--- src/sv/sobet_pkg.sv ---
package sobet_pkg;

  localparam int MAX_WIDTH_DEF = 1024;

  localparam int MQ_DEPTH = 4;
  localparam int MQ_CNT_W = $clog2(MQ_DEPTH + 1);
  localparam int OQ_DEPTH = 16;
  localparam int OQ_CNT_W = $clog2(OQ_DEPTH + 1);
  localparam int SQRT_STEPS = 8;

  localparam int CFG_IDX_W = 2;
  localparam int CFG_DATA_W = 16;

  localparam logic [10:0] LINE_WIDTH_RST = 11'd640;
  localparam logic [15:0] FRAME_HEIGHT_RST = 16'd480;
  localparam logic signed [8:0] EDGE_THRESHOLD_RST = 9'sd0;
  localparam logic [7:0] MAG_SAT = 8'd255;

  typedef enum logic [CFG_IDX_W-1:0] {
    REG_LINE_WIDTH,
    REG_FRAME_HEIGHT,
    REG_EDGE_THRESHOLD
  } reg_idx_t;

  typedef struct packed {
    logic [15:0] row;
    logic [9:0]  col;
    logic        last;
    logic [9:0]  ax;
    logic [9:0]  ay;
  } grad_t;

  typedef struct packed {
    logic [15:0] row;
    logic [9:0]  col;
    logic [7:0]  magnitude;
    logic        below;
    logic        last;
  } res_t;

endpackage

--- src/sv/sobet_back.sv ---
module sobet_back (
  input  logic                              clk,
  input  logic                              rst_n,
  input  logic                              cfg_we,
  input  logic [sobet_pkg::CFG_IDX_W-1:0]   cfg_index,
  input  logic [sobet_pkg::CFG_DATA_W-1:0]  cfg_data,
  input  logic                              mq_empty,
  input  sobet_pkg::grad_t                  mq_data,
  output logic                              mq_pop,
  input  logic [sobet_pkg::OQ_CNT_W-1:0]    oq_count,
  output logic                              res_valid,
  output sobet_pkg::res_t                   res_data
);

  localparam int NST = sobet_pkg::SQRT_STEPS;

  typedef struct packed {
    logic [15:0] row;
    logic [9:0]  col;
    logic        last;
    logic        sat;
    logic [15:0] v;
    logic [7:0]  r;
    logic [15:0] rsq;
  } sq_t;

  logic signed [8:0] thr_r;
  logic [NST:0]      vld_r;
  sq_t               st_r [NST+1];
  sq_t               st_nxt [NST];
  sq_t               e_nxt;
  logic [19:0]       sq_x, sq_y;
  logic [20:0]       energy;
  logic [7:0]        mag;

  // one bit of the root: try r | (1 << k), with (r | b)^2 = r^2 + r*2b + b^2
  function automatic sq_t sqrt_step(sq_t s, int k);
    sq_t         o;
    logic [16:0] cand;
    o    = s;
    cand = 17'(s.rsq) + (17'(s.r) << (k + 1)) + (17'(1) << (2 * k));
    if (cand <= 17'(s.v)) begin
      o.r   = s.r | 8'(1 << k);
      o.rsq = cand[15:0];
    end
    return o;
  endfunction

  assign mq_pop = !mq_empty &&
                  ((int'(oq_count) + $countones(vld_r)) < sobet_pkg::OQ_DEPTH);

  assign sq_x   = mq_data.ax * mq_data.ax;
  assign sq_y   = mq_data.ay * mq_data.ay;
  assign energy = 21'(sq_x) + 21'(sq_y);

  always_comb begin
    e_nxt      = '0;
    e_nxt.row  = mq_data.row;
    e_nxt.col  = mq_data.col;
    e_nxt.last = mq_data.last;
    e_nxt.sat  = |energy[20:16];
    e_nxt.v    = energy[15:0];
  end

  always_comb begin
    for (int i = 0; i < NST; i++) begin
      st_nxt[i] = sqrt_step(st_r[i], NST - 1 - i);
    end
  end

  always_ff @(posedge clk) begin
    if (!rst_n) begin
      thr_r <= sobet_pkg::EDGE_THRESHOLD_RST;
      vld_r <= '0;
    end else begin
      if (cfg_we && (cfg_index == sobet_pkg::REG_EDGE_THRESHOLD)) begin
        thr_r <= signed'(cfg_data[8:0]);
      end
      vld_r <= {vld_r[NST-1:0], mq_pop};
    end
  end

  always_ff @(posedge clk) begin
    st_r[0] <= e_nxt;
    for (int i = 0; i < NST; i++) begin
      st_r[i+1] <= st_nxt[i];
    end
  end

  assign mag                = st_r[NST].sat ? sobet_pkg::MAG_SAT : st_r[NST].r;
  assign res_valid          = vld_r[NST];
  assign res_data.row       = st_r[NST].row;
  assign res_data.col       = st_r[NST].col;
  assign res_data.last      = st_r[NST].last;
  assign res_data.magnitude = mag;
  assign res_data.below     = signed'({1'b0, mag}) < thr_r;

endmodule
--- config.mk ---
export PLATFORM = sky130hd
export DESIGN_NAME = sobet_back
export DESIGN_NICKNAME = d
export VERILOG_FILES = /design/src/sv/sobet_pkg.sv /design/src/sv/sobet_back.sv
export SDC_FILE = /design/constraint.sdc
export NUM_CORES = 1
export LEC_CHECK = 0
export BUFFER_PORTS_ARGS = -buffer_cell sky130_fd_sc_hd__buf_4
export CAP_MARGIN = 30
export CELL_PAD_IN_SITES_DETAIL_PLACEMENT = 1
export CELL_PAD_IN_SITES_GLOBAL_PLACEMENT = 2
export CORE_UTILIZATION = 41
export CTS_BUF_LIST = sky130_fd_sc_hd__clkbuf_16
export DETAILED_ROUTE_END_ITERATION = 7
export PLACE_DENSITY_LB_ADDON = 0.1
export SLEW_MARGIN = 20
export SYNTH_ARGS = -nofsm -noshare
export SYNTH_HDL_FRONTEND = slang
export SYNTH_SLANG_ARGS = --single-unit
export TNS_END_PERCENT = 30
--- constraint.sdc ---
create_clock -name clk -period 8.5 [get_ports clk]
set_clock_uncertainty 0.1 [all_clocks]
set_input_delay 1.7 -clock clk [delete_from_list [all_inputs] [get_ports clk]]
set_output_delay 1.7 -clock clk [all_outputs]
set_load 0.01 [all_outputs]
## Yosys cells after proc, flatten, opt, wreduce, memory -nomap -nowiden

Memory sizes are Yosys's and may differ from the RTL's.
Cells that the tools add are included.

- Bits in registers: 18
- Memory bits (writable): 612
- Input bits: 74
- Word-level logic and storage cells: 55
- Memories: 1

Memory list:

| name | depth | width | rd ports | clocked after Yosys merged registers in | wr ports | RTL line | source |
|---|---|---|---|---|---|---|---|
| st_r | 9 | 68 | 9 | 0 | 9 | sobet_back.sv:29 | `sq_t st_r [NST+1];` |

- Add/subtract/negate cells: 26
- Multiply operators: 2
- Order comparisons: 10
- Equality and inequality tests: 1
- Multiplexer cells: 9
- Reductions and logical operators: 4

Operators with widths:

| kind | number |
|---|---|
| $le A17 B16 Y1 | 8 |
| $mul A10 B10 Y20 | 2 |
| $mux W24 | 1 |
| $mux W23 | 1 |
| $mux W22 | 1 |
| $add A20 B20 Y21 | 1 |
| $mux W21 | 1 |
| $mux W20 | 1 |
| $mux W19 | 1 |
| $mux W18 | 1 |
| $add A16 B10 Y17 | 1 |
| $add A16 B11 Y17 | 1 |
| $add A16 B12 Y17 | 1 |
| $add A16 B13 Y17 | 1 |
| $add A16 B14 Y17 | 1 |
| $add A16 B15 Y17 | 1 |
| $add A16 B16 Y17 | 1 |
| $add A16 B9 Y17 | 1 |
| $add A17 B1 Y17 const B | 1 |
| $add A17 B11 Y17 const B | 1 |
| $add A17 B13 Y17 const B | 1 |
| $add A17 B15 Y17 const B | 1 |
| $add A17 B3 Y17 const B | 1 |
| $add A17 B5 Y17 const B | 1 |
| other kinds (15) | 20 |

## Longest topological paths before layout

- Depth after elaboration: 7
- Gate-level depth with buffers: 24

## Least setup slack after synthesis

No wires, ideal clock.

- Path type: input port to flip-flop
- Start point: in mq_data[9] in the netlist's numbering
- End point: mem st_r[0][40] in the netlist's numbering
- Setup time: 0.134 ns
- Arrival: 7.416 ns
- Path slack: 0.850 ns
- Stages on the path: 19
- Path buffers: 1
- Cells stage by stage: clkbuf_1 -> nand2_1 -> fa_1 -> fa_1 -> inv_1 -> fa_1 -> fa_1 -> fa_1 -> fa_1 -> inv_1 -> fa_1 -> inv_1 -> ha_1 -> a2111oi_0 -> o21ai_1 -> nand3_1 -> and3_1 -> nor2_1 -> or4b_1

RTL lines:

| item | RTL line | source |
|---|---|---|
| start, declared | sobet_back.sv:8 | `input sobet_pkg::grad_t mq_data,` |
| end, declared | sobet_back.sv:29 |  |

==> metrics <==
status=complete, no violations; vias in the first global route=12500; fillcell total=5087; CTS tree=built; register area share after synthesis=0.488; initial antenna violation count=1; CTS resizes=0; Post-Place Cells=2371; asr flop ratio synth=0; die area=0.0492 mm2; most frequent cells in the layout=dfxtp_1, inv_1, ha_1; ys flop type=dfxtp_1; total track usage=0.165; Area Growth Syn to Fin=14.2%; Post-Syn Nets=2095; H-tree depth=2; Startpoint Class=primary input; Max Root-Sink Buffers=3; worst hold path class=flip-flop to flip-flop; Setup TNS=0 ps; endpoints failing setup=0; core region area=0.0477 mm2; Crit-path slowest cell=fa_1; Residual DRC=0; max-cap viol count=0; # IOs=112; Inserted Clock Buffers=46; crit share post-route=0.880; CP Cell Sequence=buf_4 > and2_1 > fa_1 > inv_1 > fa_1 > inv_1 > fa_1 > fa_1 > fa_1 > fa_1 > inv_1 > fa_1 > inv_1 > ha_1 > a2111oi_0 > o21ai_1 > nand3_1 > and3_1 > nor2_1 > or4b_1; post-route insts no fill=2454; vias=11300; Routed WL=39100 um; CP required=8820 ps; TritonRoute pass-1 iters=4; Max transition margin=0.462; Final Hold Fails=0; DRT iter0 DRCs=393; Overflow after GRT=0; Setup Buffers After CTS=0; DR vias/cell=4.62; post-synthesis cell count=1705; fmax=134 MHz; Final Critical Period=7480 ps; pin count of the biggest net entering global routing=19; number of nets in the layout=2194; Crit Path Category=primary input to flip-flop; # clock sinks=483; Worst Path Max Fanout=12; Yosys reg bits=483; number of flops mapped to enable cells by yosys=0; Routed Antenna Nets=0; worst-skew pair later-pin latency=550 ps; Critical Path AT=7800 ps; wire length per cell=15.9 um; Unique masters post-synth=74; CP Capture Type=flip-flop; Max Slew Vio Count=0; yosys warns=0; first-pass GRT wire length=64500 um; Detailed Place HPWL=31400 um; CTS Hold Bufs=0; post-synthesis average cell area=11.6 um2; most common cell after layout, fill and taps aside=dfxtp_1; Std-Cell Rows=80; die height=222 um; layout cells sized above 1=0.113; CP max stage delay=580 ps; clock slew at reported path FFs=70 ps; most used cell, CP=fa_1; Final Wtd Congestion=0.794; Initial Util=0.415; Buffers on Ports=104; Die Wd=222 um; Slew @ Worst Pin=787 ps; synthesized area=0.0198 mm2; clock root cell=clkbuf_16; RSZ-0062 raised after global routing=no; diode count=0
-- cell type report --
class / instances / area [um2] / area share
timing repair buffer: 106 / 796 / 0.0351
sequential: 483 / 9670 / 0.427
tap: 615 / 769 / 0.0340
multi-input combinational: 893 / 8810 / 0.389
clock inverter: 36 / 392 / 0.0173
inverter: 274 / 1030 / 0.0454
clock buffer: 47 / 1180 / 0.0519
-- state kept, by name (all words and copies together), names as in the netlist --
| register | cells |
|---|---|
| st_r | 465 |
| thr_r | 9 |
| vld_r | 9 |
-- critical path, delay by kind of cell --
family	cells	cell delay [ps]
adder cells (fa/ha/maj)	8	3990
AND/OR/NAND/NOR	5	1070
AO/OA/AOI/OAI	2	620
buffers and inverters	5	390
-- path summary, 6_finish.rpt --
path,startpoint,to,depth (start not counted),slack [ps]
max reg2reg,st_r[1][154],st_r[1][211],15,4060
min reg2reg,st_r[0][181],st_r[0][249],0,220
min,st_r[0][181],st_r[0][249],0,220
max,mq_data[12],st_r[0][40],20,1020
-- through the flow --
step	setup slack (ps)	utilization	cell area, um2	hold WS [ps]
2_1_floorplan	850	-	19800	210
3_3_place_gp	464	0.441	21100	209
3_5_place_dp	438	0.441	21100	213
4_1_cts	1010	0.474	22600	215
5_1_grt	641	0.474	22600	225
6_report	1020	0.474	22600	220
-- logic make-up after synthesis --
group | Yosys count | share of synthesized area
DFF | 483 | 0.488
buffers and inverters | 329 | 0.0677
AOI/OAI and AO/OA | 177 | 0.0619
muxes | 30 | 0.0172
xor gates and xnor gates | 72 | 0.0318
and+or+nand+nor | 298 | 0.0829
adders and majority gates | 316 | 0.251
-- Yosys cell counts (6+ instances only) --
| cell | n | area share |
|---|---|---|
| dfxtp_1 | 483 | 0.49 |
| nor3_1 | 10 | 0.0025 |
| a21oi_1 | 42 | 0.011 |
| o21ai_0 | 21 | 0.0053 |
| xor2_1 | 31 | 0.014 |
| mux2_2 | 7 | 0.0040 |
| nor2_1 | 35 | 0.0066 |
| xnor2_1 | 41 | 0.018 |
| mux2_1 | 9 | 0.0051 |
| nand4_1 | 8 | 0.0025 |
| inv_1 | 274 | 0.052 |
| or2_2 | 9 | 0.0028 |
| nand2_1 | 72 | 0.014 |
| a211oi_1 | 7 | 0.0027 |
| nand2b_1 | 8 | 0.0025 |
| a31oi_1 | 13 | 0.0041 |
| and3_1 | 12 | 0.0038 |
| fa_1 | 135 | 0.14 |
| nand3_1 | 21 | 0.0053 |
| and2_1 | 59 | 0.019 |
| nor4b_1 | 6 | 0.0027 |
| and4_1 | 9 | 0.0040 |
| mux2i_1 | 10 | 0.0051 |
| o21a_1 | 13 | 0.0049 |
| nor2b_1 | 24 | 0.0076 |
| a21o_1 | 26 | 0.0098 |
| clkbuf_1 | 23 | 0.0044 |
| buf_4 | 27 | 0.010 |
| ha_1 | 181 | 0.11 |
-- metal layers --
layer,GRT usage,wire [um]
met5,0,0
met1,0.198,17100
met2,0.304,20200
met3,0.0216,1030
met4,0.0488,862
Power is left out: the tool's default activity adds up to more than one toggle a clock period on the data nets, which glitch-free logic cannot reach.
