===== src/sv/sobet_queue.sv =====
module sobet_queue #(
  parameter int WIDTH = 8,
  parameter int DEPTH = 4
) (
  input  logic                         clk,
  input  logic                         rst_n,
  input  logic                         push,
  input  logic [WIDTH-1:0]             push_data,
  input  logic                         pop,
  output logic [WIDTH-1:0]             pop_data,
  output logic                         empty,
  output logic [$clog2(DEPTH+1)-1:0]   count
);

  localparam int PTR_W = $clog2(DEPTH);
  localparam int CNT_W = $clog2(DEPTH + 1);

  logic [WIDTH-1:0] mem [DEPTH];
  logic [PTR_W-1:0] wr_ptr_r, wr_ptr_nxt;
  logic [PTR_W-1:0] rd_ptr_r, rd_ptr_nxt;
  logic [CNT_W-1:0] count_r, count_nxt;
  logic             do_pop;

  assign empty    = (count_r == '0);
  assign count    = count_r;
  assign pop_data = mem[rd_ptr_r];
  assign do_pop   = pop && !empty;

  always_comb begin
    wr_ptr_nxt = wr_ptr_r;
    rd_ptr_nxt = rd_ptr_r;
    count_nxt  = count_r;
    if (push) begin
      wr_ptr_nxt = (wr_ptr_r == PTR_W'(DEPTH - 1)) ? '0 : wr_ptr_r + 1'b1;
    end
    if (do_pop) begin
      rd_ptr_nxt = (rd_ptr_r == PTR_W'(DEPTH - 1)) ? '0 : rd_ptr_r + 1'b1;
    end
    priority if (push && !do_pop) begin
      count_nxt = count_r + 1'b1;
    end else if (do_pop && !push) begin
      count_nxt = count_r - 1'b1;
    end
  end

  always_ff @(posedge clk) begin
    if (!rst_n) begin
      wr_ptr_r <= '0;
      rd_ptr_r <= '0;
      count_r  <= '0;
    end else begin
      wr_ptr_r <= wr_ptr_nxt;
      rd_ptr_r <= rd_ptr_nxt;
      count_r  <= count_nxt;
    end
  end

  always_ff @(posedge clk) begin
    if (push) begin
      mem[wr_ptr_r] <= push_data;
    end
  end

endmodule


===== config.mk =====
export PLATFORM = sky130hd
export DESIGN_NAME = sobet_queue
export DESIGN_NICKNAME = d
export VERILOG_FILES = /design/src/sv/sobet_queue.sv
export SDC_FILE = /design/constraint.sdc
export NUM_CORES = 1
export LEC_CHECK = 0
export BUFFER_PORTS_ARGS = -buffer_cell sky130_fd_sc_hd__buf_2
export CAP_MARGIN = 20
export CORE_MARGIN = 4
export CORE_UTILIZATION = 55
export CTS_CLUSTER_SIZE = 28
export DETAILED_ROUTE_END_ITERATION = 7
export PLACE_DENSITY = 0.77
export SLEW_MARGIN = 10
export SYNTH_ARGS = -nofsm -noshare
export SYNTH_HDL_FRONTEND = slang
export SYNTH_SLANG_ARGS = --single-unit

===== constraint.sdc =====
create_clock -name clk -period 2.6 [get_ports clk]
set_input_delay 0.39 -clock clk [delete_from_list [all_inputs] [get_ports clk]]
set_output_delay 0.39 -clock clk [all_outputs]
set_load 0.01 [all_outputs]

### Word-level counts from Yosys, hierarchy flattened

Memories as Yosys holds them, arrays and structs flattened. A register that Yosys moved wholly into a read port is not among the register bits.
Index checks and enable logic that the tools add are counted.

| storage, ports and cells | value |
|---|---|
| register bits | 7 |
| bits in writable memories | 32 |
| input bits | 12 |
| output and inout bits | 12 |
| logic and storage cells | 26 |
| memories | 1 |

| cells by class | value |
|---|---|
| add/subtract/negate cells | 4 |
| equality and inequality tests | 2 |
| multiplexer cells | 8 |
| reduce and logical (&&, ||, !) cells | 8 |

Memories:

| memory | depth | width | rd ports | clocked after Yosys merged registers in | write ports | RTL line | RTL |
|---|---|---|---|---|---|---|---|
| mem | 4 | 8 | 1 | 1 | 1 | 18 | `logic [WIDTH-1:0] mem [DEPTH];` |

Operator list:

| operator | number |
|---|---|
| 2-bit two-way mux | 4 |
| 3-bit two-way mux | 2 |
| 2-bit by 1-bit adder with 2-bit output, second input constant | 2 |
| 2-bit equality test, second input constant | 2 |
| 3-bit by 1-bit adder with 3-bit output, second input constant | 1 |
| 1-bit logical AND | 3 |
| 1-bit zero test | 3 |
| 3-bit zero test | 1 |
| 3-bit by 1-bit subtractor with 3-bit output, second input constant | 1 |
| 1-bit two-way mux | 2 |
| 2-bit nonzero test | 1 |

### Longest topological paths before layout

Gate-level depths: netlist of run 1.

| depth | value |
|---|---|
| word-level depth | 6 |
| depth in mapped cells | 7 |
| mapped depth without buffers | 7 |

### Worst setup path after synthesis of run 1

No wires, ideal clock.

| timing path | value |
|---|---|
| path kind | register to register |
| start point | register count_r[1] (netlist: count[1]) |
| end point | register count_r[2] (netlist: count[2]) |
| setup time | 0.070 ns |
| data arrival time | 1.887 ns |
| data required time | 2.530 ns |
| slack | 0.643 ns |
| stages on the path, launching flop included | 8 |
| buffers on the path | 0 |
| clock period less this slack | 1.957 ns |
| path through | dfxtp_1 -> o31ai_4 -> ha_1 -> inv_1 -> fa_1 -> xor2_1 -> or3_1 -> a21boi_1 |

| between the ends | value |
|---|---|
| word-level cells in the longest chain between the ends | 6 |
| elaborated cells on any way between the ends | 11 |
| classes of those cells | 2 x add/sub; 2 x mux; 7 x reduce/logical |

Ends and longest elaborated chain:

| what | RTL line | RTL |
|---|---|---|
| start, declared | 21 | `logic [CNT_W-1:0] count_r, count_nxt;` |
| start signal, assigned | 54 | `count_r <= count_nxt;` |
| branches (longest 6 deep; another with 3-bit by 1-bit subtractor with 3-bit output) | n/a |  |

Parallel ways; which one is timed is not known. The select of a mux whose other input is x is not followed.
A chain may end at the register's enable or synchronous reset.

==> results of run 1 <==
==> worst max-delay path: stages (launching register included) <==
cell	delay [ps]
dfxtp_1	680
mux4_2	580
buf_2	150
==> cells in the final DEF (no fill, tap or decap) <==
cell      instances
nand3_1           2
clkbuf_8          1
nor2_1            2
nand2_1           2
clkbuf_1          2
o31ai_4           1
nor2b_1           3
mux2i_1           3
fa_1              1
o21ai_0           3
edfxtp_1         32
xor2_1            1
buf_2            23
inv_1             3
dfxtp_1           9
xnor2_1           1
mux4_2            8
clkbuf_4          5
ha_1              6
nor3_1            1
and2_1            5
a21boi_1          1
or3_1             1
==> flip-flops by register name (all words and copies together), names as in the netlist, named ones only <==
name	cells
mem	32
count	3
wr_ptr_r	2
rd_ptr_r	2
==> final cells by class <==
| class | instances | area, um^2 | share of cell area |
|---|---|---|---|
| Sequential cell | 41 | 1140 | 0.628 |
| Multi-Input combinational cell | 41 | 453 | 0.249 |
| Tap cell | 31 | 38.8 | 0.0213 |
| Clock buffer | 8 | 58.8 | 0.0323 |
| Timing Repair Buffer | 23 | 115 | 0.0633 |
| Inverter | 3 | 11.3 | 0.00619 |
==> kinds of logic after synthesis <==
group           after synthesis  synth area share
simple gates                 16            0.0532
mux                          11             0.130
compound gates                5            0.0270
buf+inv                       5            0.0170
flops                        41             0.704
fa+ha+maj                     7            0.0586
xor+xnor                      2            0.0108
==> stage by stage <==
stage	hold slack (ps)	setup slack, ps	std cells
2_1_floorplan	478	643	87
3_3_place_gp	506	640	139
3_5_place_dp	531	514	139
4_1_cts	243	379	147
5_1_grt	230	307	147
6_report	257	462	147
==> metal layers <==
layer | up-vias | wire length [um]
met5 | - | 0
met4 | 0 | 58
met3 | 4 | 150
met2 | 24 | 1280
met1 | 400 | 965
li1 | 389 | -
==> power groups by stage <==
| stage | clock network, mW | registers (mW) | logic (mW) |
|---|---|---|---|
| after floorplan | 0 | 0.831 | 0.282 |
| after global placement | 0 | 0.866 | 0.346 |
| after detailed placement | 0 | 0.874 | 0.361 |
| after CTS | 0.326 | 0.859 | 0.361 |
| after global routing | 0.360 | 0.868 | 0.394 |
| final | 0.314 | 0.854 | 0.355 |
==> how the worst max path moves through the flow <==
stage / slack (ps) / endpoint / cells after the start / startpoint
after floorplan: 640 / count[2]$_SDFFE_PN0P_ / 7 / count[1]$_SDFFE_PN0P_
after global placement: 640 / count[2]$_SDFFE_PN0P_ / 7 / count[1]$_SDFFE_PN0P_
after detailed placement: 510 / count[2]$_SDFFE_PN0P_ / 7 / count[1]$_SDFFE_PN0P_
after CTS: 380 / pop_data[3] / 2 / register
after global routing: 310 / pop_data[3] / 2 / register
final: 460 / pop_data[6] / 2 / register
==> qor.csv, run 1 <==
stage;metric;value;unit
outcome;outcome;finished clean;
drt;drt_wl_total;2450;um
floorplan;start_util;0.583;
logic_synthesis;synth_edf_count;32;
timing;slew_headroom;0.637;
timing;rsz0062_at_grt;no;
floorplan;die_h;62.3;um
logic_synthesis;async_flop_share;0;
final_layout;layout-drive-gt1-share;0.328;
clock_tree;clk_latency;340;ps
floorplan;fp.dieW;62.3;um
placement;place.gp.congestion;0.661;
logic_synthesis;synth_ff_type;edfxtp_1;
floorplan;dieArea;0.00388;mm^2
critical_path;crit_path_max_fanout;8;
final_layout;area_growth;12.1;%
clock_tree;cts_hold_buffers;0;
grt;grt_pass1_wl;4040;um
timing;finalCritPeriodShare;0.822;
pwr;p_sw;422;uW
timing;setup_viol;0;
drt;vias;817;
critical_path;r2r_cells;7;
clock_tree;cts_resized;0;
grt;antenna_found_initial;0;
flow_run;maxCapViolCount;0;
timing;slew_viol_final;0;
drt;drt-initial-drc-count;27;
timing;max_freq;0.468;GHz
critical_path;criticalPathCategory;reg2out;
critical_path;cp.arrival;1750;ps
min_path;worstHoldPathCells;1;
critical_path;r2r_start;count[1]$_SDFFE_PN0P_;
drt;wl_per_cell;16.7;um
clock_tree;post_cts_buffers;0;
pwr;p_comb_frac;0.233;
timing;fin_skew;5.41;ps
critical_path;critPathLaunchType;register;
drt;drt_pass1_iterations;4;
floorplan;core_area;0.00278;mm^2
grt;gr-usage-met3;0.0685;
pwr;internal_power;1.10;mW
floorplan;num_rows;19;
final_layout;final_area;0.00182;mm^2
timing;hold_viol;0;
logic_synthesis;yosys.area.top_type_share;0.593;
clock_tree;cts_buffers;5;
grt;grt-busiest-layer;met2;
pwr;powerDensity;838;mW/mm^2
timing;tightest_slew;544;ps
final_layout;fin_util;0.654;
grt;first_global_vias;845;
drt;drc;0;
logic_synthesis;synthTopCellsByArea;edfxtp_1 (59%), dfxtp_1 (11%), mux4_2 (11%), ha_1 (4.6%), and2_1 (1.9%);
clock_tree;clockBufferDepth;2;
drt;vias_per_cell;5.56;
logic_synthesis;synthTopCellsByCount;edfxtp_1 (32), dfxtp_1 (9), mux4_2 (8);
min_path;hold_start;push_data[2];
clock_tree;clkSinkCount;41;
final_layout;fill_cells;207;
timing;fin_crit;2140;ps
placement;postPlaceCellArea;0.00176;mm^2
clock_tree;cts_tree;yes;
final_layout;final_nets;134;
logic_synthesis;synth_top_cell_by_area;edfxtp_1;
logic_synthesis;synth.net_count;106;
logic_synthesis;synth_cell_types;21;
grt;grt_max_degree;13;
logic_synthesis;synth_most_common_cell;edfxtp_1;
pwr;clock_power_share;0.206;
pwr;total_power;1.52;mW
grt;overflow;0;
floorplan;ioPinCount;24;
clock_tree;clkTransAtPathRegs;110;ps
pwr;netSwitchingFraction;0.277;
logic_synthesis;ys_seq_elements;41;
pwr;leakage;0.667;nW
critical_path;reg2reg_to;count[2]$_SDFFE_PN0P_;
logic_synthesis;syn_avg_cell_area;18.6;um^2
final_layout;antenna_cells;0;
critical_path;cp.required;2210;ps
min_path;hold_path_end;mem[2][2]$_DFFE_PP_;
logic_synthesis;seq_area_frac_synth;0.704;
logic_synthesis;synth_cells;87;
min_path;hold_class;in2reg;
grt;grt.total_usage;0.143;
placement;hpwl;1780;um
logic_synthesis;synthesis.area;0.00162;mm^2
clock_tree;cts-root-buf;clkbuf_4;
clock_tree;cts_max_level;2;
pwr;seq_power_share;0.561;
critical_path;crit_path_end_kind;output pin;
timing;timing.setup.tns;0;ps
drt;ant_nets;0;
grt;globalRouteMet1Util;0.154;
grt;use_met2;0.231;
placement;numPortBuffers;23;
logic_synthesis;ys_warn_count;0;
critical_path;reg2reg_slack;490;ps
pwr;ir_drop;755;uV
Note: power is estimated with default switching activity, not from simulation.
==> run 2, diff against run 1 <==
Settings changed: CORE_UTILIZATION 55 to 49, PLACE_DENSITY 0.77 to 0.73.
Clock period 2.6 ns to 1.9 ns, I/O delays scaled along.
==> run 2 against run 1 <==
Net effect:
- routed wire length is 1.7% lower
- clock skew is 0.99 ps lower
- final cell count is 13% higher
- cell area is 4.1% higher
- critical path depth is 5 higher
- critical path type is now reg2reg
- flip-flop and latch count stayed put
==> qor.csv, run 2 (synthesized netlist as in run 1, its figures left out) <==
stage;metric;value;unit;change
final_layout;regArea;0.00115;mm^2;+0.66%
drt;wl_per_cell;14.5;um;-13%
drt;ant_nets;0;;unchanged
floorplan;num_rows;20;;+1
clock_tree;cts_buffers;5;;unchanged
grt;grt.total_usage;0.134;;-0.00894
floorplan;fp.dieW;65.5;um;+5.2%
critical_path;crit_path_max_fanout;2;;-6
outcome;outcome;finished clean;;
grt;overflow;0;;unchanged
pwr;ir_drop;564;uV;-25%
final_layout;largest_reg_flops;32;;unchanged
critical_path;reg2reg_slack;20;ps;-470 ps
final_layout;top_register;mem;;
drt;drt-initial-drc-count;40;;+48%
timing;hold_viol;0;;unchanged
final_layout;layout-drive-gt1-share;0.418;;+0.0904
placement;numPortBuffers;23;;unchanged
drt;vias_per_cell;5.01;;-9.9%
pwr;powerDensity;1130;mW/mm^2;+35%
critical_path;path_delay_family;adder cells;;
final_layout;antenna_cells;0;;unchanged
clock_tree;cts_max_level;2;;unchanged
clock_tree;cts_tree;yes;;
drt;drt_pass1_iterations;4;;unchanged
critical_path;cp.arrival;2150;ps;+400 ps
final_layout;multi_input_comb_area;458;um^2;+1.1%
grt;grt_max_degree;14;;+1
timing;rsz0062_at_grt;yes;;
flow_run;maxCapViolCount;0;;unchanged
critical_path;cp.required;2170;ps;-40 ps
final_layout;area_growth;16.7;%;
critical_path;critPathLaunchType;register;;
drt;drt_wl_total;2410;um;-1.7%
drt;drc;0;;unchanged
final_layout;final_cell_mix;edfxtp_1 (32), buf_2 (23), mux4_2 (8);;
final_layout;final_area;0.00189;mm^2;+4.1%
final_layout;final_nets;140;;+4.5%
critical_path;cp_num_buf_inv;1;;unchanged
min_path;hold_class;in2reg;;
grt;antenna_found_initial;0;;unchanged
clock_tree;clk_latency;340;ps;about the same
placement;postPlaceCellArea;0.00181;mm^2;+2.8%
floorplan;start_util;0.523;;-0.0604
critical_path;criticalPathCategory;reg2reg;;
clock_tree;cts_hold_buffers;0;;unchanged
grt;grt_pass1_wl;4170;um;+3.2%
timing;tightest_slew;431;ps;-113 ps
timing;fin_crit;1880;ps;
grt;first_global_vias;895;;+5.9%
critical_path;crit_path_top_delay_cell;dfxtp_4;;
timing;slew_viol_final;0;;unchanged
timing;finalCritPeriodShare;0.991;;
critical_path;worstPathCellList;o31ai_4, ha_2, inv_2, fa_2, xor2_1, or3_1, a21boi_1;;
clock_tree;clkTransAtPathRegs;110;ps;about the same
timing;max_freq;0.531;GHz;
floorplan;core_area;0.00310;mm^2;+12%
pwr;total_power;2.15;mW;+41%
critical_path;max_stage_delay;370;ps;-310 ps
final_layout;final_common_cell;edfxtp_1;;
clock_tree;clockBufferDepth;2;;unchanged
critical_path;crit_path_end_kind;register;;
floorplan;ioPinCount;24;;unchanged
floorplan;die_h;65.5;um;+5.2%
timing;fin_skew;4.42;ps;-0.987 ps
timing;setup_viol;0;;unchanged
drt;vias;831;;+1.7%
final_layout;fill_cells;256;;+24%
clock_tree;clkSinkCount;41;;unchanged
pwr;leakage;0.694;nW;+4.1%
timing;slew_headroom;0.712;;+0.0756
clock_tree;cts-root-buf;clkbuf_4;;
placement;place.gp.congestion;0.771;;+17%
floorplan;dieArea;0.00429;mm^2;+11%
## run 2: cell count changes in the layout (fill, tap and decap cells not counted), sizes merged
cell      previous run  this run
clkbuf               8         5
clkinvlp             0         1
buf                 23        29
clkinv               0         2
## run 2: through the flow
step	std cells	util	setup slack, ps	hold slack (ps)	setup TNS (ps)
after CTS	166	0.608	0.477	140	0
after global placement	155	0.583	71.6	495	0
after floorplan	87	-	29.8	384	0
after detailed placement	155	0.583	-18.7	505	-18.7
after global routing	166	0.610	-35.0	139	-35.0
final	166	0.610	16.4	155	0
## run 2: layout make-up
class	instances	area share
Sequential cell	41	0.607
Multi-Input combinational cell	41	0.242
Timing Repair Buffer	29	0.0866
Tap cell	44	0.0291
Clock buffer	5	0.0198
Clock inverter	3	0.00926
Inverter	3	0.00595
## run 2: final timing paths
check	startpoint	to	cells after the start
hold / removal	push_data[0]	mem[3][0]$_DFFE_PP_	1
hold reg to reg	rd_ptr_r[1]$_SDFFE_PN0P_	register	2
setup / recovery	count[0]$_SDFFE_PN0P_	count[2]$_SDFFE_PN0P_	7
setup reg to reg	count[0]$_SDFFE_PN0P_	count[2]$_SDFFE_PN0P_	7
## run 2: what timing repair did
action	CTS	global route
endpoints found under the setup margin	1	7
pin swaps	3	1
setup buffers	3	0
resized for setup	1	2
## run 2: metal layers
layer	vias up	GRT usage	wire length (um)
li1	404	-	-
met1	401	0.162	1040
met2	20	0.223	1230
met3	6	0.0393	110
met4	0	0.0622	36
met5	-	0	0
## run 2: where the power goes
part	internal (mW)	total, mW	switching, mW
Clock	0.140	0.412	0.272
Combinational	0.333	0.619	0.285
Sequential	1.06	1.12	0.0578
Total	1.53	2.15	0.615
## run 2: worst reg2reg max path: stages (launching register included)
cell,delay (ps)
dfxtp_4,370
o31ai_4,260
ha_2,230
inv_2,40
fa_2,320
xor2_1,150
or3_1,320
a21boi_1,130
